`src/rtl/wpd_pkg.sv`:
```
package wpd_pkg;

    localparam int SAMPLE_BITS    = 24;
    localparam int MAX_BUCKETS    = 4096;
    localparam int TOTAL_BITS     = 32;
    localparam int COUNT_BITS     = 13;
    localparam int INDEX_BITS     = 12;
    localparam int REM_BITS       = 12;
    localparam int CHAN_BITS      = 2;
    localparam int PEAK_MAX_BITS  = 23;
    localparam int CFG_INDEX_BITS = 2;
    localparam int IN_DATA_BITS   = 48;
    localparam int OUT_DATA_BITS  = 72;

    localparam logic [TOTAL_BITS-1:0] TOTAL_RESET   = TOTAL_BITS'(1);
    localparam logic [COUNT_BITS-1:0] BUCKETS_RESET = COUNT_BITS'(MAX_BUCKETS);
    localparam logic [CHAN_BITS-1:0]  CHAN_RESET    = CHAN_BITS'(2);

    typedef enum logic [CFG_INDEX_BITS-1:0] {
        CFG_TOTAL_FRAMES  = 2'd0,
        CFG_BUCKET_COUNT  = 2'd1,
        CFG_CHANNEL_COUNT = 2'd2
    } cfg_index_t;

    typedef enum logic [1:0] {
        ST_IDLE,
        ST_SCAN,
        ST_EMIT
    } state_t;

    typedef struct packed {
        logic [SAMPLE_BITS-1:0] max_val;
        logic [SAMPLE_BITS-1:0] min_val;
    } peak_t;

    typedef struct packed {
        logic [TOTAL_BITS-1:0] quot;
        logic [REM_BITS-1:0]   rem;
    } div_res_t;

    typedef struct packed {
        logic step;
        logic close_last;
        logic frame_inc;
        logic emit;
    } ctrl_t;

endpackage

```
`src/rtl/waveform_peak_decimator_core.sv`:
```
// Min/max peak decimator for a waveform display.
// s_axis carries one audio frame per word: left sample in tdata[23:0], right
// sample in tdata[47:24], both signed Q1.23. m_axis carries one word for each
// frame that closes one or more display buckets; tlast marks the final bucket.
// cfg_valid/cfg_ready/cfg_index/cfg_data write the total frame count, the
// bucket count and the channel count; a write to any of the three restarts the pass.
// An accepted frame is folded into the left sample lane, and into the right
// lane too when the channel count is 2 or 3; the bucket sequencer then steps
// through each bucket that the frame closes and finishes by returning to
// idle or by moving to the emit state. No new frame is accepted until the
// sequencer is back in idle. Results sit in an output register, so the next
// frame is accepted while a result waits; a stalled receiver holds the block
// only when a second result is ready behind the first.
// After reset and after each configuration write, a 32-step divider works out
// the bucket step from the two counts; s_axis_tready stays low meanwhile.
module waveform_peak_decimator_core
    import wpd_pkg::*;
(
    input  logic                      aclk,
    input  logic                      aresetn,
    input  logic                      s_axis_tvalid,
    output logic                      s_axis_tready,
    // sample_left, sample_right
    input  logic [IN_DATA_BITS-1:0]   s_axis_tdata,
    output logic                      m_axis_tvalid,
    input  logic                      m_axis_tready,
    // first_bucket, bucket_span, peak_max, peak_min
    output logic [OUT_DATA_BITS-1:0]  m_axis_tdata,
    output logic                      m_axis_tlast,
    input  logic                      cfg_valid,
    output logic                      cfg_ready,
    input  logic [CFG_INDEX_BITS-1:0] cfg_index,
    input  logic [TOTAL_BITS-1:0]     cfg_data
);

    logic [TOTAL_BITS-1:0]    total_reg;
    logic [COUNT_BITS-1:0]    buckets_reg;
    logic [CHAN_BITS-1:0]     chans_reg;
    logic                     restart_reg;
    state_t                   state_reg;
    state_t                   state_next;
    logic [TOTAL_BITS-1:0]    frame_reg;
    logic [COUNT_BITS-1:0]    bucket_reg;
    logic [TOTAL_BITS-1:0]    eff_end_reg;
    logic [TOTAL_BITS-1:0]    raw_end_reg;
    logic [REM_BITS-1:0]      rem_reg;
    logic [COUNT_BITS-1:0]    span_reg;
    logic [INDEX_BITS-1:0]    first_reg;
    logic                     last_reg;
    logic                     m_valid_reg;
    logic [INDEX_BITS-1:0]    out_first_reg;
    logic [COUNT_BITS-1:0]    out_span_reg;
    logic [PEAK_MAX_BITS-1:0] out_max_reg;
    logic [SAMPLE_BITS-1:0]   out_min_reg;
    logic                     out_last_reg;

    logic [TOTAL_BITS-1:0]    total_eff;
    logic [COUNT_BITS-1:0]    n_eff;
    logic                     cfg_write;
    logic                     s_fire;
    logic                     out_free;
    logic                     close;
    logic                     last_bkt;
    logic                     div_busy;
    logic                     div_done;
    logic                     div_start;
    div_res_t                 div_res;
    logic [TOTAL_BITS-1:0]    first_end;
    logic [COUNT_BITS-1:0]    rem_sum;
    logic                     carry;
    logic [TOTAL_BITS-1:0]    raw_adv;
    logic [TOTAL_BITS-1:0]    eff_adv;
    logic [REM_BITS-1:0]      rem_adv;
    ctrl_t                    ctrl;
    peak_t                    left_peaks;
    peak_t                    right_peaks;
    peak_t                    merged;

    assign total_eff = (total_reg == '0) ? TOTAL_BITS'(1) : total_reg;

    always_comb begin
        if (buckets_reg == '0) begin
            n_eff = COUNT_BITS'(1);
        end else if (buckets_reg > COUNT_BITS'(MAX_BUCKETS)) begin
            n_eff = COUNT_BITS'(MAX_BUCKETS);
        end else begin
            n_eff = buckets_reg;
        end
    end

    assign cfg_ready = 1'b1;
    assign cfg_write = cfg_valid && cfg_ready
        && (cfg_index == CFG_TOTAL_FRAMES || cfg_index == CFG_BUCKET_COUNT
            || cfg_index == CFG_CHANNEL_COUNT);

    assign s_axis_tready = (state_reg == ST_IDLE) && !restart_reg && !div_busy;
    assign s_fire        = s_axis_tvalid && s_axis_tready;
    assign out_free      = !m_valid_reg || m_axis_tready;

    assign close    = {1'b0, eff_end_reg} <= ({1'b0, frame_reg} + (TOTAL_BITS + 1)'(1));
    assign last_bkt = ({1'b0, bucket_reg} + (COUNT_BITS + 1)'(1)) >= {1'b0, n_eff};

    // Bucket b+1 ends at floor(T*(b+2)/N); step by T/N with the remainder carried.
    assign first_end = (div_res.quot != '0) ? div_res.quot : TOTAL_BITS'(1);
    assign rem_sum   = {1'b0, rem_reg} + {1'b0, div_res.rem};
    assign carry     = rem_sum >= n_eff;
    assign rem_adv   = carry ? REM_BITS'(rem_sum - n_eff) : rem_sum[REM_BITS-1:0];
    assign raw_adv   = raw_end_reg + div_res.quot + TOTAL_BITS'(carry);
    assign eff_adv   = (div_res.quot != '0 || carry) ? raw_adv
                                                     : raw_end_reg + TOTAL_BITS'(1);

    assign div_start = restart_reg && !div_busy;

    wpd_div u_div (
        .aclk     (aclk),
        .aresetn  (aresetn),
        .start    (div_start),
        .dividend (total_eff),
        .divisor  (n_eff),
        .busy     (div_busy),
        .done     (div_done),
        .res      (div_res)
    );

    always_comb begin
        state_next = state_reg;
        case (state_reg)
            ST_IDLE: begin
                if (s_fire) begin
                    state_next = ST_SCAN;
                end
            end
            ST_SCAN: begin
                if (close && last_bkt) begin
                    state_next = ST_EMIT;
                end else if (!close) begin
                    state_next = (span_reg == '0) ? ST_IDLE : ST_EMIT;
                end
            end
            ST_EMIT: begin
                if (out_free) begin
                    state_next = ST_IDLE;
                end
            end
            default: begin
                state_next = ST_IDLE;
            end
        endcase
    end

    always_comb begin
        ctrl = '0;
        case (state_reg)
            ST_SCAN: begin
                ctrl.step       = close && !last_bkt;
                ctrl.close_last = close && last_bkt;
                ctrl.frame_inc  = !close;
            end
            ST_EMIT: begin
                ctrl.emit = out_free;
            end
            default: begin
                ctrl = '0;
            end
        endcase
    end

    always_ff @(posedge aclk) begin
        if (!aresetn) begin
            state_reg <= ST_IDLE;
        end else begin
            state_reg <= state_next;
        end
    end

    always_ff @(posedge aclk) begin
        if (!aresetn) begin
            total_reg   <= TOTAL_RESET;
            buckets_reg <= BUCKETS_RESET;
            chans_reg   <= CHAN_RESET;
        end else if (cfg_write) begin
            case (cfg_index_t'(cfg_index))
                CFG_TOTAL_FRAMES:  total_reg   <= cfg_data;
                CFG_BUCKET_COUNT:  buckets_reg <= cfg_data[COUNT_BITS-1:0];
                CFG_CHANNEL_COUNT: chans_reg   <= cfg_data[CHAN_BITS-1:0];
                default: begin
                    total_reg <= total_reg;
                end
            endcase
        end
    end

    always_ff @(posedge aclk) begin
        if (!aresetn) begin
            restart_reg <= 1'b1;
            frame_reg   <= '0;
            bucket_reg  <= '0;
            eff_end_reg <= TOTAL_BITS'(1);
            raw_end_reg <= '0;
            rem_reg     <= '0;
            span_reg    <= '0;
            first_reg   <= '0;
            last_reg    <= 1'b0;
        end else if (cfg_write) begin
            restart_reg <= 1'b1;
            frame_reg   <= '0;
            bucket_reg  <= '0;
            span_reg    <= '0;
            last_reg    <= 1'b0;
        end else begin
            if (div_start) begin
                restart_reg <= 1'b0;
            end
            if (div_done) begin
                raw_end_reg <= div_res.quot;
                eff_end_reg <= first_end;
                rem_reg     <= div_res.rem;
            end
            if (s_fire) begin
                first_reg <= bucket_reg[INDEX_BITS-1:0];
                span_reg  <= '0;
            end
            if (ctrl.step) begin
                span_reg    <= span_reg + COUNT_BITS'(1);
                bucket_reg  <= bucket_reg + COUNT_BITS'(1);
                raw_end_reg <= raw_adv;
                eff_end_reg <= eff_adv;
                rem_reg     <= rem_adv;
            end
            if (ctrl.close_last) begin
                span_reg <= span_reg + COUNT_BITS'(1);
                last_reg <= 1'b1;
            end
            if (ctrl.frame_inc) begin
                frame_reg <= frame_reg + TOTAL_BITS'(1);
            end
            if (ctrl.emit) begin
                span_reg <= '0;
                last_reg <= 1'b0;
                if (last_reg) begin
                    frame_reg   <= '0;
                    bucket_reg  <= '0;
                    raw_end_reg <= div_res.quot;
                    eff_end_reg <= first_end;
                    rem_reg     <= div_res.rem;
                end
            end
        end
    end

    wpd_lane u_lane_left (
        .aclk    (aclk),
        .aresetn (aresetn),
        .sample  (s_axis_tdata[SAMPLE_BITS-1:0]),
        .fold_en (s_fire),
        .clear   (ctrl.emit || cfg_write),
        .peaks   (left_peaks)
    );

    wpd_lane u_lane_right (
        .aclk    (aclk),
        .aresetn (aresetn),
        .sample  (s_axis_tdata[2*SAMPLE_BITS-1:SAMPLE_BITS]),
        .fold_en (s_fire && chans_reg[1]),
        .clear   (ctrl.emit || cfg_write),
        .peaks   (right_peaks)
    );

    wpd_merge u_merge (
        .left_peaks  (left_peaks),
        .right_peaks (right_peaks),
        .merged      (merged)
    );

    always_ff @(posedge aclk) begin
        if (!aresetn) begin
            m_valid_reg <= 1'b0;
        end else if (ctrl.emit) begin
            m_valid_reg <= 1'b1;
        end else if (m_axis_tready) begin
            m_valid_reg <= 1'b0;
        end
    end

    always_ff @(posedge aclk) begin
        if (ctrl.emit) begin
            out_first_reg <= first_reg;
            out_span_reg  <= span_reg;
            out_max_reg   <= merged.max_val[PEAK_MAX_BITS-1:0];
            out_min_reg   <= merged.min_val;
            out_last_reg  <= last_reg;
        end
    end

    assign m_axis_tvalid = m_valid_reg;
    assign m_axis_tdata  = {out_min_reg, out_max_reg, out_span_reg, out_first_reg};
    assign m_axis_tlast  = out_last_reg;

endmodule

```
`src/rtl/wpd_lane.sv`:
```
module wpd_lane
    import wpd_pkg::*;
(
    input  logic                   aclk,
    input  logic                   aresetn,
    input  logic [SAMPLE_BITS-1:0] sample,
    input  logic                   fold_en,
    input  logic                   clear,
    output peak_t                  peaks
);

    logic [SAMPLE_BITS-1:0] max_reg;
    logic [SAMPLE_BITS-1:0] min_reg;

    always_ff @(posedge aclk) begin
        if (!aresetn || clear) begin
            max_reg <= '0;
            min_reg <= '0;
        end else if (fold_en) begin
            if ($signed(sample) > $signed(max_reg)) begin
                max_reg <= sample;
            end
            if ($signed(sample) < $signed(min_reg)) begin
                min_reg <= sample;
            end
        end
    end

    assign peaks.max_val = max_reg;
    assign peaks.min_val = min_reg;

endmodule

```
`src/rtl/wpd_merge.sv`:
```
module wpd_merge
    import wpd_pkg::*;
(
    input  peak_t left_peaks,
    input  peak_t right_peaks,
    output peak_t merged
);

    always_comb begin
        if ($signed(right_peaks.max_val) > $signed(left_peaks.max_val)) begin
            merged.max_val = right_peaks.max_val;
        end else begin
            merged.max_val = left_peaks.max_val;
        end
        if ($signed(right_peaks.min_val) < $signed(left_peaks.min_val)) begin
            merged.min_val = right_peaks.min_val;
        end else begin
            merged.min_val = left_peaks.min_val;
        end
    end

endmodule

```
`src/rtl/wpd_div.sv`:
```
module wpd_div
    import wpd_pkg::*;
(
    input  logic                  aclk,
    input  logic                  aresetn,
    input  logic                  start,
    input  logic [TOTAL_BITS-1:0] dividend,
    input  logic [COUNT_BITS-1:0] divisor,
    output logic                  busy,
    output logic                  done,
    output div_res_t              res
);

    localparam int STEP_BITS = $clog2(TOTAL_BITS);

    logic                  busy_reg;
    logic                  done_reg;
    logic [STEP_BITS-1:0]  cnt_reg;
    logic [TOTAL_BITS-1:0] quot_reg;
    logic [COUNT_BITS-1:0] part_reg;
    logic [COUNT_BITS-1:0] divisor_reg;
    logic [COUNT_BITS:0]   shifted;
    logic [COUNT_BITS:0]   diff;
    logic                  fits;

    assign shifted = {part_reg, quot_reg[TOTAL_BITS-1]};
    assign fits    = shifted >= {1'b0, divisor_reg};
    assign diff    = shifted - {1'b0, divisor_reg};

    always_ff @(posedge aclk) begin
        if (!aresetn) begin
            busy_reg <= 1'b0;
            done_reg <= 1'b0;
            cnt_reg  <= '0;
        end else begin
            done_reg <= 1'b0;
            if (start && !busy_reg) begin
                busy_reg <= 1'b1;
                cnt_reg  <= '0;
            end else if (busy_reg) begin
                cnt_reg <= cnt_reg + STEP_BITS'(1);
                if (cnt_reg == STEP_BITS'(TOTAL_BITS - 1)) begin
                    busy_reg <= 1'b0;
                    done_reg <= 1'b1;
                end
            end
        end
    end

    always_ff @(posedge aclk) begin
        if (start && !busy_reg) begin
            quot_reg    <= dividend;
            part_reg    <= '0;
            divisor_reg <= divisor;
        end else if (busy_reg) begin
            quot_reg <= {quot_reg[TOTAL_BITS-2:0], fits};
            part_reg <= fits ? diff[COUNT_BITS-1:0] : shifted[COUNT_BITS-1:0];
        end
    end

    assign busy     = busy_reg;
    assign done     = done_reg;
    assign res.quot = quot_reg;
    assign res.rem  = part_reg[REM_BITS-1:0];

endmodule

```
`config.mk`:
```
export PLATFORM = sky130hd
export DESIGN_NAME = waveform_peak_decimator_core
export DESIGN_NICKNAME = d
export VERILOG_FILES = /design/src/rtl/wpd_pkg.sv /design/src/rtl/waveform_peak_decimator_core.sv /design/src/rtl/wpd_lane.sv /design/src/rtl/wpd_merge.sv /design/src/rtl/wpd_div.sv
export SDC_FILE = /design/constraint.sdc
export NUM_CORES = 1
export LEC_CHECK = 0
export BUFFER_PORTS_ARGS = -buffer_cell sky130_fd_sc_hd__clkbuf_2
export CORE_AREA = 2 2 224 226
export CTS_BUF_LIST = sky130_fd_sc_hd__clkbuf_2
export CTS_CLUSTER_SIZE = 14
export DETAILED_ROUTE_END_ITERATION = 7
export DIE_AREA = 0 0 226 228
export HOLD_SLACK_MARGIN = 0.03
export PLACE_DENSITY = 0.73
export SLEW_MARGIN = 15
export SYNTH_ARGS = -nofsm -noshare
export SYNTH_HDL_FRONTEND = slang
export SYNTH_SLANG_ARGS = --single-unit
```
`constraint.sdc`:
```
create_clock -name aclk -period 11.95 [get_ports aclk]
set_clock_uncertainty 0.05 [all_clocks]
set_input_delay 1.7925 -clock aclk [delete_from_list [all_inputs] [get_ports aclk]]
set_output_delay 1.7925 -clock aclk [all_outputs]
set_load 0.1 [all_outputs]
```
Word-level counts from Yosys, hierarchy flattened --
Cells that the tools add are included.
Storage, ports and cells: word-level logic and storage cells 152, memory bits (writable) 0, bits in read-only memories 0, bits in latches 0, output and inout port bits 76, memories 0, bits of input ports 87, flip-flop bits (word level) 432
Cells by class: equality and inequality tests 8, add/subtract/negate cells 12, reductions and logical operators 43, divide/modulo/power cells 0, multiplexer cells 46, shift operators 0, $mul 0, bitwise operators 3, order comparisons 11
Operator list (count):
- $mux W32 | 16
- $mux W13 | 9
- $gt A24 B24 Y1 | 3
- $lt A24 B24 Y1 | 3
- $add A32 B1 Y32 const B | 2
- $mux W12 | 5
- $add A32 B1 Y33 const B | 1
- $le A32 B33 Y1 | 1
- $add A32 B1 Y32 | 1
- $add A32 B32 Y32 | 1
- $logic_not A32 Y1 | 1
- $reduce_bool A32 Y1 | 1
- $ge A14 B13 Y1 | 2
- $add A13 B1 Y13 const B | 2
- $logic_not A13 Y1 | 2
- $mux W24 | 1
- $mux W23 | 1
- $reduce_and A2 Y1 | 8
- $add A13 B1 Y14 const B | 1
- $add A12 B12 Y13 | 1
- $ge A13 B13 Y1 | 1
- $gt A13 B13 Y1 const B | 1
- $sub A13 B13 Y13 | 1
- $sub A12 B12 Y12 | 1
- other kinds (20) | 57

Logic depth before layout (Yosys ltp) --
Gate-level depths: netlist of the first run.
depth after elaboration 10, gate-level depth with buffers 30, mapped depth without buffers 28

Modules after synthesis --
A second synthesis of the first run with hierarchy kept.
Second synthesis, totals: cells, all modules 3474, area total of the unflattened synthesis 29299.4 sq um
Modules (own cells, without submodules):
- waveform_peak_decimator_core | times used 1, cells each 1988, sequential area each 6135.9 sq um, area each 16612.2 sq um
- wpd_lane | times used 2, cells each 492, sequential area each 960.9 sq um, area each 3681.0 sq um
- wpd_div | times used 1, cells each 284, sequential area each 1751.7 sq um, area each 3463.3 sq um
- wpd_merge | times used 1, cells each 218, sequential area each 0.0 sq um, area each 1861.8 sq um

Worst setup path after synthesis of the first run --
No wires, ideal clock.
path kind input -> register, start point input port m_axis_tready, end point register raw_end_reg[21], data arrival time 6739 ps, stages on the path 10, required time 11770 ps, buffers on the path 3, slack 5031 ps, library setup time 130 ps, path through nor2b_1 nor2_1 nand2_1 nand2b_1 clkbuf_1 o21ai_2 buf_2 buf_4 o2111ai_1 o211ai_1
RTL lines:
- start, declared | RTL line waveform_peak_decimator_core.sv:26 | input logic m_axis_tready,
- end signal, assigned | RTL line waveform_peak_decimator_core.sv:215 | raw_end_reg <= div_res.quot;
- end signal, assigned | RTL line waveform_peak_decimator_core.sv:226 | raw_end_reg <= raw_adv;
- end signal, assigned | RTL line waveform_peak_decimator_core.sv:243 | raw_end_reg <= div_res.quot;
- end, declared | RTL line waveform_peak_decimator_core.sv:45 | logic [TOTAL_BITS-1:0] raw_end_reg;

Worst setup path in the final report of the first run --
start point register u_div.part_reg[0], end point register eff_end_reg[26]
On the way: word-level cells in the longest chain between the ends 7, elaborated cells on any way between the ends 8, those cells by class 2 x add/sub; 1 x order compare; 4 x mux; 1 x reduce/logical
RTL lines:
- start, declared | RTL line wpd_div.sv:20 | logic [COUNT_BITS-1:0] part_reg;
- start signal, assigned | RTL line wpd_div.sv:57 | part_reg <= fits ? diff[COUNT_BITS-1:0] : shifted[COUNT_BITS-1:0];
- $add A12 B12 Y13 (*) | RTL line waveform_peak_decimator_core.sv:105 | assign rem_sum = {1'b0, rem_reg} + {1'b0, div_res.rem};
- $ge A13 B13 Y1 (*) | RTL line waveform_peak_decimator_core.sv:106 | assign carry = rem_sum >= n_eff;
- $add A32 B1 Y32 or $logic_or A1 B1 Y1 (tied branches) | RTL line waveform_peak_decimator_core.sv:108, waveform_peak_decimator_core.sv:109
- $mux W32 (*) | RTL line waveform_peak_decimator_core.sv:109 | assign eff_adv = (div_res.quot != '0 || carry) ? raw_adv
- $mux W32 (*) | RTL line waveform_peak_decimator_core.sv:223 | if (ctrl.step) begin
- $mux W32 | RTL line waveform_peak_decimator_core.sv:240 | if (last_reg) begin
- $mux W32 (*) | RTL line waveform_peak_decimator_core.sv:237 | if (ctrl.emit) begin
- end signal, assigned | RTL line waveform_peak_decimator_core.sv:216 | eff_end_reg <= first_end;
- end signal, assigned | RTL line waveform_peak_decimator_core.sv:227 | eff_end_reg <= eff_adv;
- end signal, assigned | RTL line waveform_peak_decimator_core.sv:244 | eff_end_reg <= first_end;
- end, declared | RTL line waveform_peak_decimator_core.sv:44 | logic [TOTAL_BITS-1:0] eff_end_reg;
Mark *: on every way between the ends. The rest lies on a longest branch, timed or not. A chain may end at the register's enable or synchronous reset.

==> reports/metrics.csv, run 1 <==
stage;metric;value;unit
power;Leak Pwr;12.43;nW
timing;Final period util;58.24;%
clock_tree;CTS Sinks;431;
place;DP Wirelength;56210;um
timing;worst slew pin tran;1.116;ns
grt;gr usage total;29.76;%
place;port buffer count;161;
status;outcome;complete, no violations;
synth;syn_area_per_cell;8.522;um^2
layout;most common cell after layout, fill and taps aside;nand2_1;
synth;main combinational cell family by area after synthesis;compound AO/OA/AOI/OAI gates;
critical_path;WP data required;12.91;ns
critical_path;Arr. time, crit path;7.92;ns
min_path;HP Class;reg -> reg;
synth;post-synthesis xor/xnor area fraction;4.826;%
synth;register area share after synthesis;36.52;%
timing;fin crit period;6.960;ns
floorplanning;IO Pins;163;
layout;most frequent cells in the layout;nand2_1 (524), clkbuf_2 (329), dfxtp_1 (313);
critical_path;CP most frequent cell;o21ai_0;
timing;Relative slew margins;25.58;%
grt;initial antenna violation count;3;
timing;final hold vios;0;
clock_tree;clock-pin slew on the worst setup and hold paths;0.10;ns
synth;EDFF count, synth;118;
synth;predominant post-synthesis flop cell;dfxtp_1;
power;Pwr per Cell Area;110.1;nW/um^2
clock_tree;worst skew pair latency;1.16;ns
synth;area of the mapped netlist;26860;um^2
routing;# DRC;0;
clock_tree;Root Buffer;clkbuf_2;
synth;asr flop ratio synth;0;%
synth;post-synthesis sequential element count;431;
synth;syn_nets;3505;
layout;utilization after layout;59.20;%
routing;post-route ant nets;0;
floorplanning;starting density of the core;54.43;%
critical_path;crit path capture type;flop;
layout;Synth-to-Final Area Change;8.766;%
routing;DRT iter0 DRCs;2030;
synth;simple-gate share of the synthesized area;18.40;%
routing;DRT Pass-1 Iters;8;
timing;Final TNS setup;0;ns
power;Worst VDD drop;0.08006;mV
critical_path;CP peak stage delay;0.50;ns
timing;# setup viols final;0;
routing;Detailed Route WL;77660;um
grt;largest net degree at the start of global routing;98;
layout;layout cells sized above 1;12.47;%
synth;Gate Count Post-Synth;3152;
synth;Compound-Gate Fraction of Synth Area;18.42;%
place;gpl congestion;0.9746;
grt;Overflow after GRT;0;
place;placed insts;3867;
clock_tree;hold_buf cts;0;
clock_tree;CTS tree;done;
timing;fin worst setup slack;4.990;ns
timing;RSZ-0062 raised after global routing;no;
routing;vias per std cell;5.923;
layout;Layout Cells excl Fill;4082;
layout;fillers;4458;
layout;Layout Nets;3663;
flow_run;total of max-cap violations;0;
clock_tree;CTS Buffer Depth;3;
critical_path;Crit Path Class;reg -> reg;
critical_path;Worst path slowest cell;fa_1;
grt;global-route wire length before repair;122300;um
timing;Fmax;0.1437;GHz
floorplanning;Die Span X;226;um
synth;post-synthesis mux area share;4.239;%
critical_path;CP max FO;20;
clock_tree;post-CTS setup buffers;0;
clock_tree;post-CTS sizing;0;
floorplanning;die height;228;um
timing;Final Max Tran Viols;0;
synth;Ys Warns;0;
synth;post-synthesis adder-cell area fraction;12.53;%
place;Setup WS pre-CTS;5.168;ns
floorplanning;area of the core;49350;um^2
floorplanning;Total Die Area;51530;um^2
floorplanning;Rows;82;
routing;Avg WL per Cell;19.02;um
clock_tree;total CTS buffers;113;
synth;library cells used by synthesis;84;
critical_path;crit start category;flop;
clock_tree;H-Tree Depth;3;
grt;vias in the first global route;23400;
routing;total number of vias;24180;
## final cells by class
| cell class | instances | area, um^2 | area share, % |
|---|---|---|---|
| well taps | 672 | 840.8 | 2.878 |
| diodes | 3 | 7.507 | 0.02570 |
| clock buffers | 168 | 840.8 | 2.878 |
| inverters | 183 | 686.9 | 2.351 |
| repair buffers | 194 | 1054 | 3.606 |
| clock inverters | 44 | 210.2 | 0.7195 |
| flip-flops and latches | 431 | 9809 | 33.58 |
| multi-input cells | 2387 | 15770 | 53.97 |
## logic make-up (layout without fill, tap and decap cells)
| logic type | count (synthesis) | after routing |
|---|---|---|
| buffers and inverters | 334 | 589 |
| AO/OA/AOI/OAI | 783 | 783 |
| other | 1 | 4 |
| multiplexers | 113 | 113 |
| adder cells (fa/ha/maj) | 266 | 266 |
| AND/OR/NAND/NOR | 1076 | 1076 |
| XOR/XNOR | 148 | 148 |
| flip-flops | 431 | 431 |
## per-stage QoR
stage                     total power, mW  hold slack, ns  instance area [um^2]
after detailed placement            2.185          0.3683                 28160
after global placement              2.169          0.3704                 28160
after CTS                           3.236          0.3905                 29210
final                               3.217          0.3843                 29220
after floorplan                     2.016          0.3581                 26860
after global routing                3.385          0.4050                 29220
## cell usage after synthesis, types with 27 or more instances
cell	instances	area (um^2)
xnor2_1	71	621.9
clkbuf_1	102	382.9
o211ai_1	36	270.3
mux2i_1	107	1071
xor2_1	77	674.4
nand3_1	117	585.6
a21o_1	79	593.1
or3_1	31	193.9
dfxtp_1	313	6266
o31ai_1	34	255.2
nor2_1	151	566.8
nand2_1	524	1967
nand4_1	61	381.6
nor3_1	29	145.1
and3_1	34	212.7
o21ai_0	160	800.8
inv_1	180	675.7
a21oi_1	237	1186
nor4_1	27	168.9
edfxtp_1	118	3543
ha_1	261	3266
## final timing paths
path	from	to	slack, ns	cells after the start
hold / removal	first_reg[11]	out_first_reg[11]	0.38	0
setup / recovery	u_div.part_reg[0]	eff_end_reg[26]	4.99	28
hold reg to reg	first_reg[11]	out_first_reg[11]	0.38	0
setup reg to reg	u_div.part_reg[0]	eff_end_reg[26]	4.99	28
## metal layers
metal / wire length (um) / part of all wire [%] / global-route usage, % / up-vias
li1: - / - / - / 11690
met1: 33170 / 43 / 38.09 / 11390
met2: 36070 / 46 / 48.82 / 945
met3: 6161 / 7.9 / 6.298 / 154
met4: 2257 / 2.9 / 11.94 / 0
met5: 0 / 0 / 0 / -
## worst max-delay path, delay by kind of cell (launching register included)
family,cells,cell delay [ns]
AO/OA/AOI/OAI,15,3.16
XOR/XNOR,1,0.19
adder cells (fa/ha/maj),5,1.72
buffers and inverters,2,0.42
flip-flops,1,0.47
AND/OR/NAND/NOR,5,0.82
## power by group
group / switching [mW] / total (mW) / leakage [nW] / internal [mW]
Clock: 0.649 / 1.05 / 0.804 / 0.403
Sequential: 0.0635 / 1.60 / 3.80 / 1.54
Combinational: 0.350 / 0.561 / 7.82 / 0.211
Total: 1.06 / 3.22 / 12.4 / 2.15
(Power assumes the default switching activity.)
==> run 2: changes to the inputs <==
==> constraint.sdc (replaced) <==
create_clock -name aclk -period 7.15 [get_ports aclk]
set_clock_uncertainty 0.05 [all_clocks]
set_input_delay 1.0725 -clock aclk [delete_from_list [all_inputs] [get_ports aclk]]
set_output_delay 1.0725 -clock aclk [all_outputs]
set_load 0.1 [all_outputs]
==> run 2 against run 1 <==
Effect of this change: sequential share of layout area fell by 0.43 points; maximum frequency rose by 6.8%; global-route usage rose by 0.71 points; final cell count rose by 0.86%; combinational power rose by 72%; non-clock buffer count rose by 37; worst hold slack got worse by 0.24 ns; critical path depth did not move; sequential power rose by 68%; routed wire length rose by 2.1%; clock power rose by 70%; design area rose by 1.3%.
==> reports/metrics.csv, run 2 (synthesized netlist as in run 1, its figures left out) <==
stage;metric;value;unit;change
timing;Final TNS setup;0;ns;unchanged
floorplanning;Total Die Area;51530;um^2;unchanged
critical_path;CP max FO;7;;-65%
status;outcome;complete, no violations;;
critical_path;r2r setup slk;0.63;ns;-4.35 ns
layout;fillers;4360;;-2.2%
layout;most common cell after layout, fill and taps aside;nand2_1;;
grt;global-route wire length before repair;125200;um;+2.3%
power;Worst VDD drop;0.1386;mV;+73%
min_path;HP Class;in -> reg;;
routing;vias per std cell;5.932;;+0.15%
clock_tree;CTS Buffer Depth;3;;unchanged
timing;Fin Hold WS;0.1488;ns;-0.2355 ns
critical_path;crit start category;flop;;
critical_path;Arr. time, crit path;7.53;ns;-0.39 ns
clock_tree;CTS Sinks;431;;unchanged
routing;DRT Pass-1 Iters;5;;-3
power;Sw Pwr;1.794;mW;+69%
routing;DRT iter0 DRCs;1893;;-6.7%
grt;initial antenna violation count;3;;unchanged
layout;FF/Latch Area;9809;um^2;unchanged
routing;post-route ant nets;0;;unchanged
layout;Layout Nets;3699;;+0.98%
clock_tree;worst skew pair latency;1.17;ns;about the same
grt;largest net degree at the start of global routing;93;;-5.1%
layout;Synth-to-Final Area Change;10.18;%;
grt;gr usage total;30.47;%;+0.71 points
power;combinational share of power;17.7;%;+0.3 points
critical_path;WP data required;8.17;ns;-4.74 ns
place;port buffer count;161;;unchanged
floorplanning;die height;228;um;unchanged
timing;Final Max Tran Viols;0;;unchanged
flow_run;total of max-cap violations;0;;unchanged
floorplanning;starting density of the core;54.43;%;unchanged
layout;Layout Cells excl Fill;4117;;+0.86%
clock_tree;CTS tree;done;;
layout;Multi-input gate area;15770;um^2;about the same
timing;final hold vios;0;;unchanged
grt;vias in the first global route;23880;;+2.0%
layout;layout cells sized above 1;12.58;%;+0.11 points
timing;RSZ-0062 raised after global routing;no;;
clock_tree;clock-pin slew on the worst setup and hold paths;0.11;ns;about the same
clock_tree;total CTS buffers;112;;-0.88%
place;DP Wirelength;57740;um;+2.7%
critical_path;CP most frequent cell;o21ai_0;;
power;clock network fraction of design power;32.9;%;+0.2 points
timing;fin crit period;6.515;ns;-0.4451 ns
floorplanning;Die Span X;226;um;unchanged
grt;Overflow after GRT;0;;unchanged
routing;Avg WL per Cell;19.25;um;+1.2%
layout;most frequent cells in the layout;nand2_1 (524), clkbuf_2 (323), dfxtp_1 (313);;
critical_path;crit path capture type;flop;;
layout;utilization after layout;59.97;%;+0.77 points
routing;# DRC;0;;unchanged
power;Leak Pwr;12.60;nW;+1.4%
power;Pwr per Cell Area;183.5;nW/um^2;+67%
routing;Detailed Route WL;79250;um;+2.1%
critical_path;Worst path slowest cell;dfxtp_1;;
clock_tree;Root Buffer;clkbuf_2;;
power;Pint;3.636;mW;+69%
critical_path;delay-heaviest family, CP;compound AO/OA/AOI/OAI gates;;
timing;Fmax;0.1535;GHz;+6.8%
critical_path;CP peak stage delay;0.47;ns;-0.03 ns
floorplanning;Rows;82;;unchanged
clock_tree;H-Tree Depth;3;;unchanged
place;placed insts;3874;;+0.18%
timing;Relative slew margins;27.02;%;+1.4 points
routing;total number of vias;24420;;+1.0%
timing;Final period util;91.12;%;+33 points
power;Flop pwr share;49.4;%;-0.5 points
place;gpl congestion;0.9441;;-3.1%
timing;worst slew pin tran;1.095;ns;-0.02160 ns
critical_path;Crit Path Class;reg -> reg;;
critical_path;WP buf/inv;2;;unchanged
floorplanning;IO Pins;163;;unchanged
power;Net Sw Frac;33.03;%;about the same
timing;# setup viols final;0;;unchanged
floorplanning;area of the core;49350;um^2;unchanged
[run 2: power groups by stage]
| stage | combinational, mW | sequential, mW | clock, mW |
|---|---|---|---|
| floorplan | 0.683 | 2.69 | 0 |
| detailed placement | 0.929 | 2.73 | 0 |
| CTS | 0.947 | 2.68 | 1.83 |
| global route | 1.06 | 2.69 | 1.97 |
| finish | 0.963 | 2.68 | 1.78 |
| global placement | 0.910 | 2.73 | 0 |
[run 2: per-layer routing]
metal	GRT usage [%]	vias to the layer above	wire length (um)
li1	-	11800	-
met1	39.17	11520	33690
met2	49.32	919	36320
met3	6.182	187	6248
met4	13.60	0	2992
met5	0	-	0
[run 2: layout make-up]
type,instances,area share [%]
multi-input cells,2387,53.28
flip-flops and latches,431,33.15
clock inverters,47,0.8540
repair buffers,231,4.786
diodes,4,0.03382
well taps,672,2.841
clock buffers,162,2.740
inverters,183,2.321
[run 2: stage by stage]
step	worst slack, ns	power [mW]	instance area [um^2]
floorplan	0.9514	3.370	26860
global placement	0.6072	3.639	28200
detailed placement	0.4941	3.662	28200
CTS	0.4549	5.456	29560
global route	0.2061	5.721	29590
finish	0.6349	5.430	29590
[run 2: worst reg2reg max path, delay by kind of cell, from the launching register on]
kind,cells,cell delay [ns]
fa+ha+maj,5,1.64
compound gates,15,3.05
simple gates,5,0.85
xor+xnor,1,0.19
flops,1,0.47
buf+inv,2,0.16
[run 2: worst paths after layout]
kind	from	end	cells after the start
worst min register to register	first_reg[11]	out_first_reg[11]	0
worst max register to register	u_div.part_reg[0]	eff_end_reg[26]	28
worst min-delay path	cfg_data[12]	buckets_reg[12]	3
worst max-delay path	u_div.part_reg[0]	eff_end_reg[26]	28
[run 2: timing repair]
action                                  CTS  global route
endpoints found under the setup margin    0             2
resized for setup                         0             1
endpoints found under the hold margin    32             0
hold buffers                             29             0
buffers inserted                          0             0
